[src/hw/rtl/stap_ram.sv]
// ----------------------------------------------------------------------------
// Sprite table access port: generic RAM
// Single-port synchronous RAM with registered read data.
// ----------------------------------------------------------------------------
`timescale 1ns / 1ps

module stap_ram #(
  parameter int unsigned Width = 8,
  parameter int unsigned Depth = 512
) (
  input  logic                     clk_i,
  input  logic                     we_i,
  input  logic                     re_i,
  input  logic [$clog2(Depth)-1:0] addr_i,
  input  logic [Width-1:0]         wdata_i,
  output logic [Width-1:0]         rdata_o
);

  logic [Width-1:0] mem_q [Depth];
  logic [Width-1:0] rdata_q;

  always_ff @(posedge clk_i) begin
    if (we_i) begin
      mem_q[addr_i] <= wdata_i;
    end
    if (re_i) begin
      rdata_q <= mem_q[addr_i];
    end
  end

  assign rdata_o = rdata_q;

endmodule

[config.mk]
export PLATFORM = sky130hd
export DESIGN_NAME = stap_ram
export DESIGN_NICKNAME = d
export VERILOG_FILES = /design/src/hw/rtl/stap_ram.sv
export SDC_FILE = /design/constraint.sdc
export NUM_CORES = 2
export LEC_CHECK = 0
export BUFFER_PORTS_ARGS = -buffer_cell sky130_fd_sc_hd__buf_2
export CORE_MARGIN = 2
export CORE_UTILIZATION = 45
export DETAILED_ROUTE_END_ITERATION = 12
export PLACE_DENSITY = 0.71
export SLEW_MARGIN = 0
export SYNTH_ARGS = -nofsm -noshare
export SYNTH_HDL_FRONTEND = slang
export SYNTH_SLANG_ARGS = --single-unit
[constraint.sdc]
create_clock -name clk_i -period 2.8 [get_ports clk_i]
set_input_delay 0.28 -clock clk_i [delete_from_list [all_inputs] [get_ports clk_i]]
set_output_delay 0.28 -clock clk_i [all_outputs]
set_load 0.01 [all_outputs]
=== Yosys cells after proc, flatten, opt, wreduce, memory -nomap -nowiden ===
Memory sizes are Yosys's and may differ from the RTL's. A register that Yosys moved wholly into a read port is not among the register bits.
Index checks and enable logic that the tools add are counted.

* Register bits after elaboration: 0
* Bits in latches: 0
* Bits in writable memories: 4096
* Bits in read-only memories: 0
* Input port bits: 20
* Word-level logic and storage cells: 3
* Memories: 1

* $add $sub $neg: 0
* $mul: 0
* Divide/modulo/power cells: 0
* Magnitude comparators: 0
* Equality and inequality tests: 0
* Shift-type cells: 0
* Mux-type cells: 2
* Bitwise logic cells: 0
* Reduce and logical (&&, ||, !) cells: 0

{| class="wikitable"
|+ Memories
! memory !! depth !! width !! read ports !! clocked after Yosys merged registers in !! wr ports !! RTL line !! source
|-
| mem_q || 512 || 8 || 1 || 1 || 1 || 19 || <nowiki>logic [Width-1:0] mem_q [Depth];</nowiki>
|}

{| class="wikitable"
|+ Operators with widths
! operator !! count
|-
| $mux 1 || 2
|}

=== Longest topological paths before layout ===
* Depth in word-level cells: 2
* Gate-level depth with buffers: 13
* Depth with buffers taken out: 7

=== Worst setup path after synthesis ===
Ideal clock, no wire load.

* Path type: input port to flip-flop
* From: input addr_i[0]
* To: memory mem_q[463][0] (enable)
* Library setup time: 0.370 ns
* Arrival: 2.358 ns
* Required time: 2.430 ns
* Slack: 0.071 ns
* Stages on the path: 10
* Cell sequence: buf_6 > buf_12 > buf_6 > buf_6 > buf_4 > buf_2 > buf_2 > nand4_1 > clkbuf_1 > nor2_1

{| class="wikitable"
|+ RTL lines
! element !! RTL line !! source
|-
| start, declared || 14 || <nowiki>input logic [$clog2(Depth)-1:0] addr_i,</nowiki>
|-
| end, declared || 19 ||
|}

No word-level cell before the write port.

==> qor.csv <==
stage,metric,value,unit
route,drt wl/cell,31.8,um
final_layout,fin area,189000,um^2
route,drt drc,0,
clocking,CTS max path bufs,4,
setup_path,Worst Path Max Fanout,2,
final_layout,fillers,25500,
sta,"Slew Viols, Final",0,
sta,period utilization,105,%
sta,RSZ-0062 raised after global routing,yes,
grt,gr usage total,24.6,%
setup_path,register-to-register setup slack,-0.13,ns
die,Die W,597,um
sta,Setup Viol. Count Final,4,
grt,initial antenna violation count,32,
setup_path,Worst EP arrival,3.60,ns
route,Final Routed Wirelength,444000,um
placed_design,Post-DP HPWL,296000,um
setup_path,largest stage delay on the critical path,0.51,ns
sta,final setup margin,-0.131,ns
sta,clk_skew,0.0702,ns
clocking,CTS tree,done,
setup_path,"slowest stage cell, crit path",nor4_4,
clocking,# Post-CTS Setup Buffers,0,
setup_path,CP Class,reg -> reg,
die,Core Area,350000,um^2
die,die area,357000,um^2
synthesis,mapped cell area,158000,um^2
power_and_ir_drop,Power Density,671,nW/um^2
final_layout,layout cell share with drive strength beyond 1,32.6,%
grt,first-pass GRT wire length,630000,um
grt,gr ovfl total,0,
final_layout,register area,123000,um^2
synthesis,cell count after synthesis,7575,
die,Starting Density,45.3,%
clocking,H-tree depth,5,
synthesis,sequential element share of the synthesized area,77.8,%
sta,Final min period,2.93,ns
synthesis,Post-synth EDFFs,4104,
route,DR vias/cell,6.21,
synthesis,#FFs+latches synth,4104,
setup_path,crit path launch type,register,
clocking,Clock transition at path regs,0.06,ns
final_layout,nets,9080,
setup_path,Buf/Inv on CP,1,
sta,Slew @ Worst Pin,1.17,ns
synthesis,share of the synthesized area in the top cell type,77.8,%
synthesis,Synthesized Nets,7595,
route,initial detailed-routing violation count,14100,
power_and_ir_drop,Pleak,62.1,nW
grt,largest net degree at the start of global routing,125,
synthesis,Synth Area per Inst,20.9,um^2
job,Max-Cap Viols,0,
synthesis,Post-synth ARST share,0,%
outcome,status,"finished, violations left",
grt,vias in the first global route,86200,
placed_design,post-place setup slack,-1.45,ns
setup_path,Worst Path Required,3.47,ns
sta,Max Fclk,341,MHz
clocking,Sink Count,4104,
hold_path,min-delay worst type,in -> reg,
sta,final hold vios,0,
outcome,failing checks,setup timing,
placed_design,Placed Area,176000,um^2
route,via count,86800,
setup_path,crit-path cells,"mux4_2, a22oi_1, a21oi_2, or3_1, nor4_4, buf_4, nand4_1",
final_layout,area of the multi-input gates,33400,um^2
final_layout,fin util,54.1,%
final_layout,Area growth syn-to-layout,19.5,%
synthesis,"Distinct cells, synth",66,
synthesis,leading area contributor after synthesis,edfxtp_1,
route,First-pass DRT Iterations,6,
die,site row count,217,
sta,final setup TNS,-0.220,ns
clocking,Clock Latency Late Sink,0.94,ns
clocking,Root Buffer Master,clkbuf_16,
sta,slew margin rel.,21.5,%
die,boundary pin count,28,
die,Die Y,597,um
synthesis,dominant synthesized flop cell,edfxtp_1,
placed_design,GP Congestion,0.939,
power_and_ir_drop,Max VDD drop,0.500,mV
synthesis,Ys Warns,0,
synthesis,Area contributors post-synth,"edfxtp_1, mux4_2, mux2i_1",
setup_path,crit end category,register,
placed_design,Port-buffer cells,27,
clocking,cts bufs inserted,395,
setup_path,critical path's top delay family,simple AND/OR/NAND/NOR gates,
route,"antenna viol nets, final",0,
[power breakdown]
group / internal, mW / switching (mW) / leakage [nW] / total, mW
sequential: 67.6 / 0.0592 / 36.9 / 67.7
combinational: 2.64 / 4.13 / 19.1 / 6.78
clock: 30.0 / 22.6 / 6.15 / 52.6
[layout by cell type (no fill, tap or decap), types with 14 or more instances in the layout]
cell,instances
buf_2,15
a21oi_1,76
a22o_1,46
o211ai_1,14
and2_1,16
clkbuf_16,401
a32oi_1,26
bufinv_16,42
clkbuf_1,65
nor2_1,543
a221oi_1,80
a31oi_1,67
o22ai_1,116
buf_4,1339
nand2_1,124
mux4_2,816
and3_1,24
diode_2,24
edfxtp_1,4104
a22oi_1,179
nor4_1,26
clkinv_2,77
a211oi_1,34
o21ai_0,45
buf_12,193
nand3_1,39
mux2i_1,432
clkinv_1,77
nor2b_1,20
nand4_1,47
mux2_2,18
[state kept, by name (all words and copies together) (netlist names)]
register  count
mem_q      4096
rdata_o       8
[final timing paths]
path                                              start  depth (start not counted)                       to
worst min-delay path                               we_i                          5  mem_q[398][6]$_DFFE_PP_
worst max register to register  mem_q[477][4]$_DFFE_PP_                          7     rdata_o[4]$_DFFE_PP_
worst max-delay path            mem_q[477][4]$_DFFE_PP_                          7     rdata_o[4]$_DFFE_PP_
worst min register to register  mem_q[402][7]$_DFFE_PP_                          4     rdata_o[7]$_DFFE_PP_
[cell usage after synthesis, types with 24 or more instances]
library cell / count
o21ai_0: 45
buf_2: 182
nand2_1: 130
a22oi_1: 180
buf_6: 24
nor2b_1: 25
a32oi_1: 26
buf_4: 56
a211oi_1: 36
nand4_1: 47
mux2i_1: 434
nand3_1: 47
nor4_1: 38
clkbuf_1: 196
mux4_2: 816
a22o_1: 47
a31oi_1: 76
a221oi_1: 91
and3_1: 25
o22ai_1: 118
a21oi_1: 77
edfxtp_1: 4104
nor2_1: 548
[logic make-up (layout without fill, tap and decap cells)]
group                  after synthesis  in the layout  synth area share, %
buffers and inverters              487           2271                 1.59
multiplexers                      1268           1268                 14.5
AO/OA/AOI/OAI                      758            758                 3.42
AND/OR/NAND/NOR                    958            958                 2.73
other                                0             24                    0
flip-flops                        4104           4104                 77.8
[worst register-to-register path: cells and delay by family, from the launching register on]
kind / cells / cell delay (ns)
AO/OA/AOI/OAI: 2 / 0.54
buffers and inverters: 1 / 0.21
flip-flops: 1 / 0.39
multiplexers: 1 / 0.46
AND/OR/NAND/NOR: 3 / 1.09
[metrics by stage]
step           std cells  power (mW)  hold slack [ns]
5_1_grt            14000         130            0.296
4_1_cts            14000         127            0.243
2_1_floorplan       7575        71.8            0.379
6_report           14000         127            0.314
3_3_place_gp       13300        75.4            0.730
3_5_place_dp       13300        75.6            0.727
[metal layers]
layer  wire [um]  global-route usage (%)  vias up
li1            -                       -    34800
met1      160000                    33.0    45000
met3       53500                    5.54     1043
met4       24600                    11.6       14
met5          77                       0        -
met2      207000                    38.3     5934
[layout make-up]
cell class | count | area share, %
Tap cell | 4599 | 3.04
Clock buffer | 465 | 5.42
Antenna cell | 24 | 0.0317
Multi-Input combinational cell | 2984 | 17.6
Inverter | 4 | 0.0106
Clock inverter | 231 | 1.22
Timing Repair Buffer | 1571 | 7.56
Sequential cell | 4104 | 65.1
[what timing repair did]
action,4_1_cts,5_1_grt
setup endpoints to repair,8,8
gates resized for setup,56,21
gates cloned,0,1
hold endpoints to repair,393,0
hold buffers,9,0
pin swaps,15,9
Note: power is estimated with default switching activity, not from simulation.
