--- config.mk ---
export PLATFORM = sky130hd
export DESIGN_NAME = stap_access
export DESIGN_NICKNAME = d
export VERILOG_FILES = /design/src/hw/rtl/stap_pkg.sv /design/src/hw/rtl/stap_access.sv
export SDC_FILE = /design/constraint.sdc
export NUM_CORES = 1
export LEC_CHECK = 0
export BUFFER_PORTS_ARGS = -buffer_cell sky130_fd_sc_hd__buf_2
export CORE_UTILIZATION = 55
export DETAILED_ROUTE_END_ITERATION = 8
export PLACE_DENSITY_LB_ADDON = 0.3
export SETUP_SLACK_MARGIN = 0.15
export SYNTH_ARGS = -nofsm -noshare
export SYNTH_HDL_FRONTEND = slang
export SYNTH_SLANG_ARGS = --single-unit
--- constraint.sdc ---
create_clock -name clk_i -period 4.1 [get_ports clk_i]
set_clock_uncertainty 0.2 [all_clocks]
set_input_delay 0.82 -clock clk_i [delete_from_list [all_inputs] [get_ports clk_i]]
set_output_delay 0.82 -clock clk_i [all_outputs]
set_load 0.01 [all_outputs]
--- src/hw/rtl/stap_pkg.sv ---
// ----------------------------------------------------------------------------
// Sprite table access port: shared definitions
// Access kinds, widths and the command bundles passed between the access
// control logic and the top level.
// ----------------------------------------------------------------------------
`timescale 1ns / 1ps

package stap_pkg;

  localparam int unsigned ByteW  = 8;
  localparam int unsigned PtrW   = 10;
  // The store is split into an even-byte bank and an odd-byte bank
  localparam int unsigned RowW   = PtrW - 1;
  localparam int unsigned BankDepth = 2 ** RowW;

  typedef enum logic [1:0] {
    KindAddrLow  = 2'd0,
    KindAddrHigh = 2'd1,
    KindDataWr   = 2'd2,
    KindDataRd   = 2'd3
  } kind_e;

  // Store access for one cycle, both banks share the row
  typedef struct packed {
    logic             re;
    logic             we_even;
    logic             we_odd;
    logic [RowW-1:0]  row;
    logic [ByteW-1:0] wdata_even;
    logic [ByteW-1:0] wdata_odd;
  } ram_cmd_t;

  // Pair latch bypass from the read stage
  typedef struct packed {
    logic             hit;   // even read waiting in the read stage
    logic             upd;   // that read leaves the stage this cycle
    logic [ByteW-1:0] data;
  } lat_fwd_t;

endpackage

--- src/hw/rtl/stap_access.sv ---
// ----------------------------------------------------------------------------
// Sprite table access port: access control
// Address registers, byte pointer, pair latch, store command decode and the
// clearing pass after reset.
// ----------------------------------------------------------------------------
`timescale 1ns / 1ps

module stap_access (
  input  logic                        clk_i,
  input  logic                        rst_ni,
  input  logic                        accept_i,
  input  stap_pkg::kind_e             kind_i,
  input  logic [stap_pkg::ByteW-1:0]  data_i,
  input  stap_pkg::lat_fwd_t          lat_fwd_i,
  output stap_pkg::ram_cmd_t          cmd_o,
  output logic [stap_pkg::PtrW-1:0]   ptr_next_o,
  output logic                        busy_o
);

  logic [stap_pkg::ByteW-1:0] addr_low_q, addr_low_d;
  logic                       addr_high_q, addr_high_d;
  logic [stap_pkg::PtrW-1:0]  ptr_q, ptr_d;
  logic [stap_pkg::ByteW-1:0] latch_q, latch_d;
  logic [stap_pkg::ByteW-1:0] latch_eff;
  logic                       clr_q, clr_d;
  logic [stap_pkg::RowW-1:0]  clr_row_q, clr_row_d;
  stap_pkg::ram_cmd_t         cmd;

  // Latch as seen by this item: an even read still in flight owns it
  assign latch_eff = lat_fwd_i.hit ? lat_fwd_i.data : latch_q;

  // Decode of the accepted access
  always_comb begin
    addr_low_d  = addr_low_q;
    addr_high_d = addr_high_q;
    ptr_d       = ptr_q;
    latch_d     = latch_q;
    clr_d       = clr_q;
    clr_row_d   = clr_row_q;
    cmd         = '0;
    cmd.row     = ptr_q[stap_pkg::PtrW-1:1];

    if (lat_fwd_i.upd) begin
      latch_d = lat_fwd_i.data;
    end

    if (clr_q) begin
      // Zero one row of both banks per cycle
      cmd.row        = clr_row_q;
      cmd.we_even    = 1'b1;
      cmd.we_odd     = 1'b1;
      clr_row_d      = clr_row_q + stap_pkg::RowW'(1);
      if (clr_row_q == {stap_pkg::RowW{1'b1}}) begin
        clr_d = 1'b0;
      end
    end else if (accept_i) begin
      unique case (kind_i)
        stap_pkg::KindAddrLow: begin
          addr_low_d = data_i;
          ptr_d      = {addr_high_q, data_i, 1'b0};
        end
        stap_pkg::KindAddrHigh: begin
          addr_high_d = data_i[0];
          ptr_d       = {data_i[0], addr_low_q, 1'b0};
        end
        stap_pkg::KindDataWr: begin
          cmd.wdata_even = data_i;
          cmd.wdata_odd  = data_i;
          if (ptr_q[stap_pkg::PtrW-1]) begin
            // Upper half: direct byte store
            if (!ptr_q[0]) begin
              latch_d     = data_i;
              cmd.we_even = 1'b1;
            end else begin
              cmd.we_odd  = 1'b1;
            end
          end else if (!ptr_q[0]) begin
            latch_d = data_i;
          end else begin
            // Lower half odd byte: commit the pair
            cmd.we_even    = 1'b1;
            cmd.we_odd     = 1'b1;
            cmd.wdata_even = latch_eff;
          end
          ptr_d = ptr_q + stap_pkg::PtrW'(1);
        end
        stap_pkg::KindDataRd: begin
          cmd.re = 1'b1;
          ptr_d  = ptr_q + stap_pkg::PtrW'(1);
        end
        default: begin
          ptr_d = ptr_q;
        end
      endcase
    end
  end

  always_ff @(posedge clk_i or negedge rst_ni) begin
    if (!rst_ni) begin
      addr_low_q  <= '0;
      addr_high_q <= 1'b0;
      ptr_q       <= '0;
      latch_q     <= '0;
      clr_q       <= 1'b1;
      clr_row_q   <= '0;
    end else begin
      addr_low_q  <= addr_low_d;
      addr_high_q <= addr_high_d;
      ptr_q       <= ptr_d;
      latch_q     <= latch_d;
      clr_q       <= clr_d;
      clr_row_q   <= clr_row_d;
    end
  end

  assign cmd_o      = cmd;
  assign ptr_next_o = ptr_d;
  assign busy_o     = clr_q;

endmodule

-- Word-level counts from Yosys, hierarchy flattened
Cells that the tools add are included.
- bits in registers: 37
- word-level logic and storage cells: 43
- output and inout bits: 39
- input bits: 23
- mux-type cells: 26
- equal/unequal tests: 4
- bitwise operators: 1
- reductions and logical operators: 4
- add/subtract/negate cells: 2
- operators with widths (cell ; count):
    two-way mux 8 bit ; 8
    two-way mux 16 bit ; 3
    one-hot mux 10 bit (3 select lines) ; 1
    two-way mux 10 bit ; 2
    adder 10 x 1 -> 10 bit (second input constant) ; 1
    adder 9 x 1 -> 9 bit (second input constant) ; 1
    equality test 9 bit (second input constant) ; 1
    two-way mux 9 bit ; 1
    two-way mux 2 bit ; 4
    two-way mux 1 bit ; 6
    AND reduction 3 bit ; 2
    equality test 2 bit (second input constant) ; 2
    two-way mux 3 bit ; 1
    equality test 2 x 1 -> 1 bit (second input constant) ; 1
    logical NOT 2 bit ; 1
    OR reduction 2 bit ; 1
    inverter 1 bit ; 1

-- Longest topological paths before layout
Gate-level depths: netlist of the first run.
- depth in word-level cells: 6
- depth in mapped cells: 6
- gate-level depth less buffers: 5

-- Worst setup path after synthesis of the first run
No wires, ideal clock.
- path type: input -> output
- start: in kind_i[0]
- end: out cmd_o[10] in the netlist's numbering
- stages: 6
- data required time: 3.080 ns
- setup slack: 1.415 ns
- buffers on the path: 2
- arrival: 1.665 ns
- cell sequence: and4bb_1 -> buf_2 -> nor2b_1 -> buf_2 -> nand2_1 -> o21ai_1
- RTL lines (item ; line ; RTL):
    from (decl) ; stap_access.sv:12 ; input stap_pkg::kind_e kind_i,
    to (decl) ; stap_access.sv:15 ; output stap_pkg::ram_cmd_t cmd_o,

==> flow_summary.yaml, run 1 <==
outcome:
  outcome: "complete, no violations"
detailed_routing:
  drc: 0
  vias: 1824
  wl_microns: 4950
  drt-vias-per-instance: 5.63
  ant_nets: 0
  drtPass1Iterations: 4
  wire_per_inst_microns: 15.3
  drt_iter0_markers: 145
clock_network:
  clockRootBuffer: "clkbuf_8"
  clock_sinks: 37
  cts_hold_buf: 0
  postCtsSetupRepairBufs: 0
  clkLatencyLatePin_ps: 280
  htreeDepth: 2
  cts-resized-gates: 0
  numCtsBuffers: 5
  cts_buffer_depth: 2
  clk_pin_slew_worst_paths_ps: 70
  cts_tree: "done"
finish:
  layout_commonest_cell: "buf_2"
  multi_input_area_sq_um: 1250
  final_cell_area_sq_um: 2640
  drive_gt1_frac: 0.359
  final_cell_mix: "61 x buf_2, 36 x dfrtp_1, 22 x mux2i_1, 21 x nand2_1, 20 x mux2_2"
  fill_cells: 308
  diodes: 0
  area_growth_pct: 16.9
  seqCellArea_sq_um: 927
  layout.nets: 301
worst_setup_path:
  required_ps: 3080
  r2r-start: "busy_o$_DFF_PN1_"
  slowest_stage: "and4bb_1"
  critPathTopFamily: "simple AND/OR/NAND/NOR gates"
  path_common_cell: "buf_2"
  r2r_setup_slack_ps: 1830
  worstSetupPathType: "in2out"
  cp.arrival_ps: 2450
  crit_path_end_kind: "primary output"
  cp_max_fo: 12
  slowest_delay_ps: 520
  path_cells: "buf_2, and4bb_1, nor2b_1, nand2_1, o21ai_1, buf_2"
  crit_start: "kind_i[0]"
  path_buf_inv: 2
  cp_num_cells: 6
  r2r_cells: 4
  start_kind: "input port"
  reg2reg_to: "addr_low_q[7]$_DFFE_PN0P_"
yosys:
  synth_top_cell_area_share: 0.399
  synth_area_per_cell_sq_um: 10.3
  netlist_area_sq_um: 2260
  synth_area_leaders: "dfrtp_1 40%, mux2_2 10%, mux2i_1 9.7%"
  yosysTopAreaCell: "dfrtp_1"
  syn_nets: 246
  synth_seq_cells: 37
  synth_cells: 220
  synth-seq-area-share: 0.410
  ys_warn_count: 0
  yosysUniqueCellTypes: 32
floorplan:
  core_area_sq_um: 3800
  initial_core_util: 0.595
  chipHeight_microns: 66.1
  row_count: 22
  dieWidth_microns: 66.1
  die_area_sq_um: 4370
  pin_count: 62
timing:
  timing.slew.headroom: 0.452
  tightest_slew_ps: 822
  setup_viol: 0
  timing.setup.tns_ps: 0
  fin_crit_sh: 0.846
  max_freq_ghz: 0.288
  hold_viol_final: 0
  fin_crit_ps: 3470
  drv_slew: 0
  rsz0062_at_grt: "no"
placed_design:
  place_hpwl_microns: 3550
  placed_cell_area_sq_um: 2550
  port_buffers: 61
  gp_congestion: 0.836
grt:
  overflow: 0
  grt_pass1_wl_microns: 7960
  grt_max_degree: 38
  antenna_found_initial: 0
  track_usage: 0.243
  grt_pass1_vias: 1684
flow_run:
  cap_viol_max_count: 0
hold_path:
  holdPathStages: 1
  hold_class: "reg2reg"
  min_from: "clr_row_q[5]$_DFFE_PN0P_"
  min_to: "clr_row_q[5]$_DFFE_PN0P_"
power:
  p_leak_nw: 1.37
  peakVddDrop_mv: 0.252
  power_density_nw_per_um2: 363
through the flow:
step                utilization  hold slack [ps]  cells  worst slack [ps]  total power, mW
CTS                       0.695              289    324               685            0.962
global placement          0.672              275    316               783            0.698
detailed placement        0.672              274    316               687            0.704
floorplan                     -              250    220              1420            0.613
finish                    0.695              289    324               633            0.960
global route              0.695              316    324               452             1.01
where the power goes:
group          leakage [nW]  switching (mW)  total [mW]  internal, mW
sequential            0.455          0.0457       0.456         0.411
combinational         0.865           0.124       0.247         0.123
clock                0.0455           0.120       0.257         0.137
flip-flops by register name (all words and copies together), names as in the netlist:
| signal | flops |
|---|---|
| ptr_q | 10 |
| clr_row_q | 9 |
| addr_low_q | 8 |
| latch_q | 8 |
| addr_high_q | 1 |
| busy_o | 1 |
metal layers:
layer  up-vias  track usage  routed length [microns]
met5         -            0                        0
met4         0       0.0824                       47
met3         5       0.0466                      286
met2        66        0.392                     2360
met1       856        0.328                     2260
li1        897            -                        -
cell families (layout without fill, tap and decap cells):
kind of cell,Yosys count,count (layout),share of synthesized area
adder cells (fa/ha/maj),3,3,0.0166
flip-flops,37,37,0.410
AO/OA/AOI/OAI,41,41,0.0997
buffers and inverters,14,70,0.0343
AND/OR/NAND/NOR,67,67,0.158
multiplexers,50,50,0.250
XOR/XNOR,8,8,0.0310
worst max path at each step:
stage                      endpoint
after floorplan           cmd_o[10]
after global placement    cmd_o[13]
after detailed placement  cmd_o[15]
after CTS                 cmd_o[15]
after global routing       cmd_o[8]
final                      cmd_o[8]
synth_stat cells, drive strengths merged:
cell    instances
xor2            4
inv             1
mux2           28
and3            3
dfstp           1
ha              3
or2b            1
nand2b          2
and2            9
nand4           6
nor2           15
o22ai           8
dfrtp          36
a41o            2
xnor2           4
mux2i          22
o21ai          13
nand3           5
nand2          21
nor2b           4
buf            11
clkbuf          2
a21oi          18
and4bb          1
area by class of cell:
class	instances	area share
tap	48	0.0227
clock buffer	8	0.0341
inverter	1	0.00142
multi-input combinational	169	0.475
timing repair buffer	61	0.116
sequential	37	0.351
Power figures use the tool's default switching activity.
==> inputs of run 2 (changes only) <==
CORE_UTILIZATION = 52   (was 55)
clock period = 3.3 ns   (was 4.1 ns; I/O delays follow)
==> run 2 against run 1 <==
Effect of this change: routed wire length fell by 1.8%; combinational power up 22%; via count hardly changed; die area rose by 5.6%; non-clock buffer count is 4 higher.
==> flow_summary.yaml, run 2 (synthesized netlist as in run 1, its figures left out) <==
grt:
  use_met1: 0.306
  track_usage: 0.234
  overflow: 0
  grt_busiest_layer: "met2"
  use_met3: 0.0517
  grt_pass1_wl_microns: 7890
  antenna_found_initial: 0
  use_met2: 0.363
  grt_pass1_vias: 1657
  grt_max_degree: 38
worst_setup_path:
  required_ps: 2440
  crit_path_end_kind: "primary output"
  path_common_cell: "buf_2"
  start_kind: "input port"
  worstSetupPathType: "in2out"
  cp_max_fo: 12
  cp.arrival_ps: 1960
  slowest_stage: "nor2b_1"
  slowest_delay_ps: 430
  path_cells: "buf_2, and4bb_1, nor2b_1, nand2_1, o21ai_1, buf_2"
timing:
  fin_crit_ps: 2820
  timing.setup.tns_ps: 0
  drv_slew: 0
  fin_hold_ws_ps: 263
  hold_viol_final: 0
  max_freq_ghz: 0.355
  rsz0062_at_grt: "no"
  timing.slew.headroom: 0.455
  fin_crit_sh: 0.854
  setup_viol: 0
  setup_slack_ps: 481
  tightest_slew_ps: 818
clock_network:
  clkLatencyLatePin_ps: 290
  numCtsBuffers: 5
  cts-resized-gates: 0
  clockRootBuffer: "clkbuf_8"
  cts_hold_buf: 0
  postCtsSetupRepairBufs: 0
  clk_pin_slew_worst_paths_ps: 70
  htreeDepth: 2
  cts_tree: "done"
  cts_buffer_depth: 2
  clock_sinks: 37
detailed_routing:
  ant_nets: 0
  drtPass1Iterations: 4
  wl_microns: 4870
  drc: 0
  drt-vias-per-instance: 5.52
  wire_per_inst_microns: 14.7
  drt_iter0_markers: 118
  vias: 1823
finish:
  largest_reg_flops: 10
  reg_top3: "ptr_q: 10 flops, clr_row_q: 9 flops"
  max_flop_register: "ptr_q"
  area_growth_pct: 17.9
  drive_gt1_frac: 0.364
  fin_cells: 330
  final_cell_mix: "61 x buf_2, 36 x dfrtp_1, 22 x mux2i_1, 21 x nand2_1, 20 x mux2_2"
  fin_util: 0.652
  diodes: 0
  layout.nets: 305
  layout_commonest_cell: "buf_2"
floorplan:
  row_count: 23
  pin_count: 62
  initial_core_util: 0.553
  dieWidth_microns: 67.9
  core_area_sq_um: 4090
  die_area_sq_um: 4610
  chipHeight_microns: 67.9
power:
  power_density_nw_per_um2: 438
  pwr-share-comb: 0.259
  power_switching_share: 0.302
  internal_power_mw: 0.814
  seq_power_share: 0.485
  peakVddDrop_mv: 0.326
  p_switching_mw: 0.353
  p_clk_frac: 0.256
  p_leak_nw: 1.38
placed_design:
  port_buffers: 61
  dp_slack_ps: 472
  place_hpwl_microns: 3590
  gp_congestion: 0.825
  place_inst: 322
outcome:
  outcome: "complete, no violations"
flow_run:
  cap_viol_max_count: 0
hold_path:
  hold_class: "in2async"
[run 2: cell types whose count changed in the layout (fill, tap and decap cells not counted)]
cell,change
buf_4,+4
clkbuf_8,-1
clkbuf_1,+1
[run 2: path summary, 6_finish.rpt]
kind | end | startpoint | slack, ps | depth (start not counted)
setup / recovery | cmd_o[10] | kind_i[0] | 480 | 6
hold / removal | latch_q[0]$_DFF_PN0_ | rst_ni | 260 | 1
setup reg to reg | latch_q[4]$_DFF_PN0_ | busy_o$_DFF_PN1_ | 1420 | 5
hold reg to reg | clr_row_q[6]$_DFFE_PN0P_ | clr_row_q[6]$_DFFE_PN0P_ | 290 | 1
max in group asynchronous | clr_row_q[1]$_DFFE_PN0P_ | rst_ni | 2120 | 1
min in group clk_i | clr_row_q[6]$_DFFE_PN0P_ | clr_row_q[6]$_DFFE_PN0P_ | 290 | 1
[run 2: power groups by stage]
stage	clock network [mW]	logic, mW	registers (mW)
final	0.299	0.302	0.566
after floorplan	0	0.207	0.555
after global placement	0	0.300	0.571
after detailed placement	0	0.306	0.572
after CTS	0.314	0.307	0.565
after global routing	0.327	0.336	0.574
[run 2: layout make-up]
type	count	area (sq um)
clock buffers	8	80.1
well taps	50	62.6
multi-input cells	169	1250
fillers	348	1420
repair buffers	65	335
flip-flops and latches	37	927
inverters	1	3.75
[run 2: critical path, delay by kind of cell]
kind	cells	cell delay (ps)
simple gates	3	860
compound gates	1	80
buf+inv	2	350
[run 2: routing by layer]
layer	wire (microns)	up-vias
li1	-	904
met1	2260	866
met2	2300	47
met3	221	6
met4	77	0
met5	0	-
[run 2: stage by stage]
step	power, mW	area, sq um
global route	1.24	2660
CTS	1.19	2660
finish	1.17	2660
global placement	0.871	2580
floorplan	0.762	2260
detailed placement	0.878	2580
==> inputs of run 3 (changes only) <==
CORE_UTILIZATION = 29   (was 52)
==> run 3 against run 2 <==
Effect of this change: total power rose by 4.9%; utilization fell by 28 points; sequential cell count did not move; final area rose by 2.8%; setup slack got worse by 17 ps; die area rose by 77%; non-clock buffer count fell by 1; sequential power barely moved; critical path depth did not move; worst hold slack got worse by 2.3 ps; maximum frequency fell by 0.59%; clock-buffer cell count fell by 1; largest power group unchanged.
==> flow_summary.yaml, run 3 (synthesized netlist as in run 1, its figures left out) <==
worst_setup_path:
  crit_path_end_kind: "primary output"
  path_buf_inv: 2
  worstSetupPathType: "in2out"
  path_cells: "buf_2, and4bb_1, nor2b_1, nand2_1, o21ai_1, buf_2"
  r2r_setup_slack_ps: 1490
  slowest_stage: "nor2b_1"
  cp_max_fo: 12
  cp.arrival_ps: 1980
  slowest_delay_ps: 450
  start_kind: "input port"
  crit_end: "cmd_o[13]"
  crit_start: "kind_i[0]"
  r2r_cells: 5
  critPathTopFamily: "simple AND/OR/NAND/NOR gates"
  r2r-start: "busy_o$_DFF_PN1_"
  required_ps: 2440
  cp_num_cells: 6
  path_common_cell: "buf_2"
  reg2reg_to: "latch_q[5]$_DFF_PN0_"
finish:
  max_flop_register: "ptr_q"
  layout_commonest_cell: "buf_2"
  reg_top3: "ptr_q: 10 flops, clr_row_q: 9 flops"
  layout.nets: 304
  final_cell_mix: "61 x buf_2, 36 x dfrtp_1, 22 x mux2i_1, 21 x nand2_1, 20 x mux2_2"
  area_growth_pct: 21.2
  largest_reg_flops: 10
  diodes: 0
  fin_util: 0.370
  drive_gt1_frac: 0.373
  fin_cells: 378
timing:
  timing.setup.tns_ps: 0
  setup_slack_ps: 464
  hold_viol_final: 0
  tightest_slew_ps: 861
  max_freq_ghz: 0.353
  fin_crit_ps: 2840
  fin_crit_sh: 0.859
  drv_slew: 0
  fin_hold_ws_ps: 261
  setup_viol: 0
  rsz0062_at_grt: "no"
  timing.slew.headroom: 0.426
power:
  peakVddDrop_mv: 0.275
  p_leak_nw: 1.39
  power_density_nw_per_um2: 447
grt:
  grt_max_degree: 38
  track_usage: 0.132
  grt_pass1_vias: 1645
  antenna_found_initial: 0
  overflow: 0
  grt_pass1_wl_microns: 8440
floorplan:
  core_area_sq_um: 7410
  initial_core_util: 0.305
  die_area_sq_um: 8150
  chipHeight_microns: 90.3
  dieWidth_microns: 90.3
  row_count: 31
  pin_count: 62
hold_path:
  hold_class: "in2async"
detailed_routing:
  wl_microns: 5150
  drc: 0
  vias: 1743
  ant_nets: 0
  drt-vias-per-instance: 4.61
  drt_iter0_markers: 41
  drtPass1Iterations: 4
  wire_per_inst_microns: 13.6
placed_design:
  gp_congestion: 0.726
  port_buffers: 61
  place_inst: 370
  place_hpwl_microns: 3810
  dp_slack_ps: 447
outcome:
  outcome: "complete, no violations"
clock_network:
  cts-resized-gates: 0
  cts_tree: "done"
  clock_sinks: 37
  clk_pin_slew_worst_paths_ps: 80
  cts_buffer_depth: 2
  htreeDepth: 2
  clockRootBuffer: "clkbuf_8"
  clkLatencyLatePin_ps: 290
  postCtsSetupRepairBufs: 0
  cts_hold_buf: 0
  numCtsBuffers: 5
flow_run:
  cap_viol_max_count: 0
run 3: cell types whose count changed in the layout (fill, tap and decap cells not counted), sizes merged:
cell    before  now
clkbuf       8    7
clkinv       0    1
buf         65   64
run 3: worst min path at each step:
stage | from | end | slack (ps) | cells after the start
after detailed placement | addr_low_q[6]$_DFFE_PN0P_ | addr_low_q[6]$_DFFE_PN0P_ | 290 | 1
after global routing | rst_ni | latch_q[0]$_DFF_PN0_ | 320 | 1
final | rst_ni | latch_q[0]$_DFF_PN0_ | 260 | 1
after global placement | clr_row_q[5]$_DFFE_PN0P_ | clr_row_q[5]$_DFFE_PN0P_ | 280 | 1
after floorplan | rst_ni | addr_high_q$_DFFE_PN0P_ | 160 | 0
after CTS | rst_ni | latch_q[0]$_DFF_PN0_ | 300 | 1
run 3: per-stage QoR:
stage	total power, mW	area, sq um
floorplan	0.762	2260
global placement	0.878	2640
detailed placement	0.882	2640
CTS	1.24	2740
global route	1.30	2740
finish	1.22	2740
run 3: per-layer routing:
metal | up-vias | track usage | share of wire
met5 | - | 0 | 0
met4 | 0 | 0.0484 | 0.014
met3 | 6 | 0.0362 | 0.058
met2 | 56 | 0.193 | 0.41
met1 | 784 | 0.185 | 0.52
li1 | 897 | - | -
run 3: area by class of cell:
cell class / instances / area, sq um
Multi-Input combinational cell: 169 / 1250
Fill cell: 774 / 4670
Clock inverter: 1 / 5.00
Tap cell: 99 / 124
Inverter: 1 / 3.75
Clock buffer: 7 / 96.3
Sequential cell: 37 / 927
Timing Repair Buffer: 64 / 328
run 3: power by group:
group	total, mW	internal [mW]	switching, mW
clock network	0.354	0.189	0.165
logic	0.304	0.153	0.151
registers	0.565	0.510	0.0555
run 3: worst register-to-register path: stages, from the launching register on:
cell,delay [ps]
dfstp_2,550
and4bb_1,230
buf_4,170
nand2b_1,380
nor2_1,80
a21oi_1,130
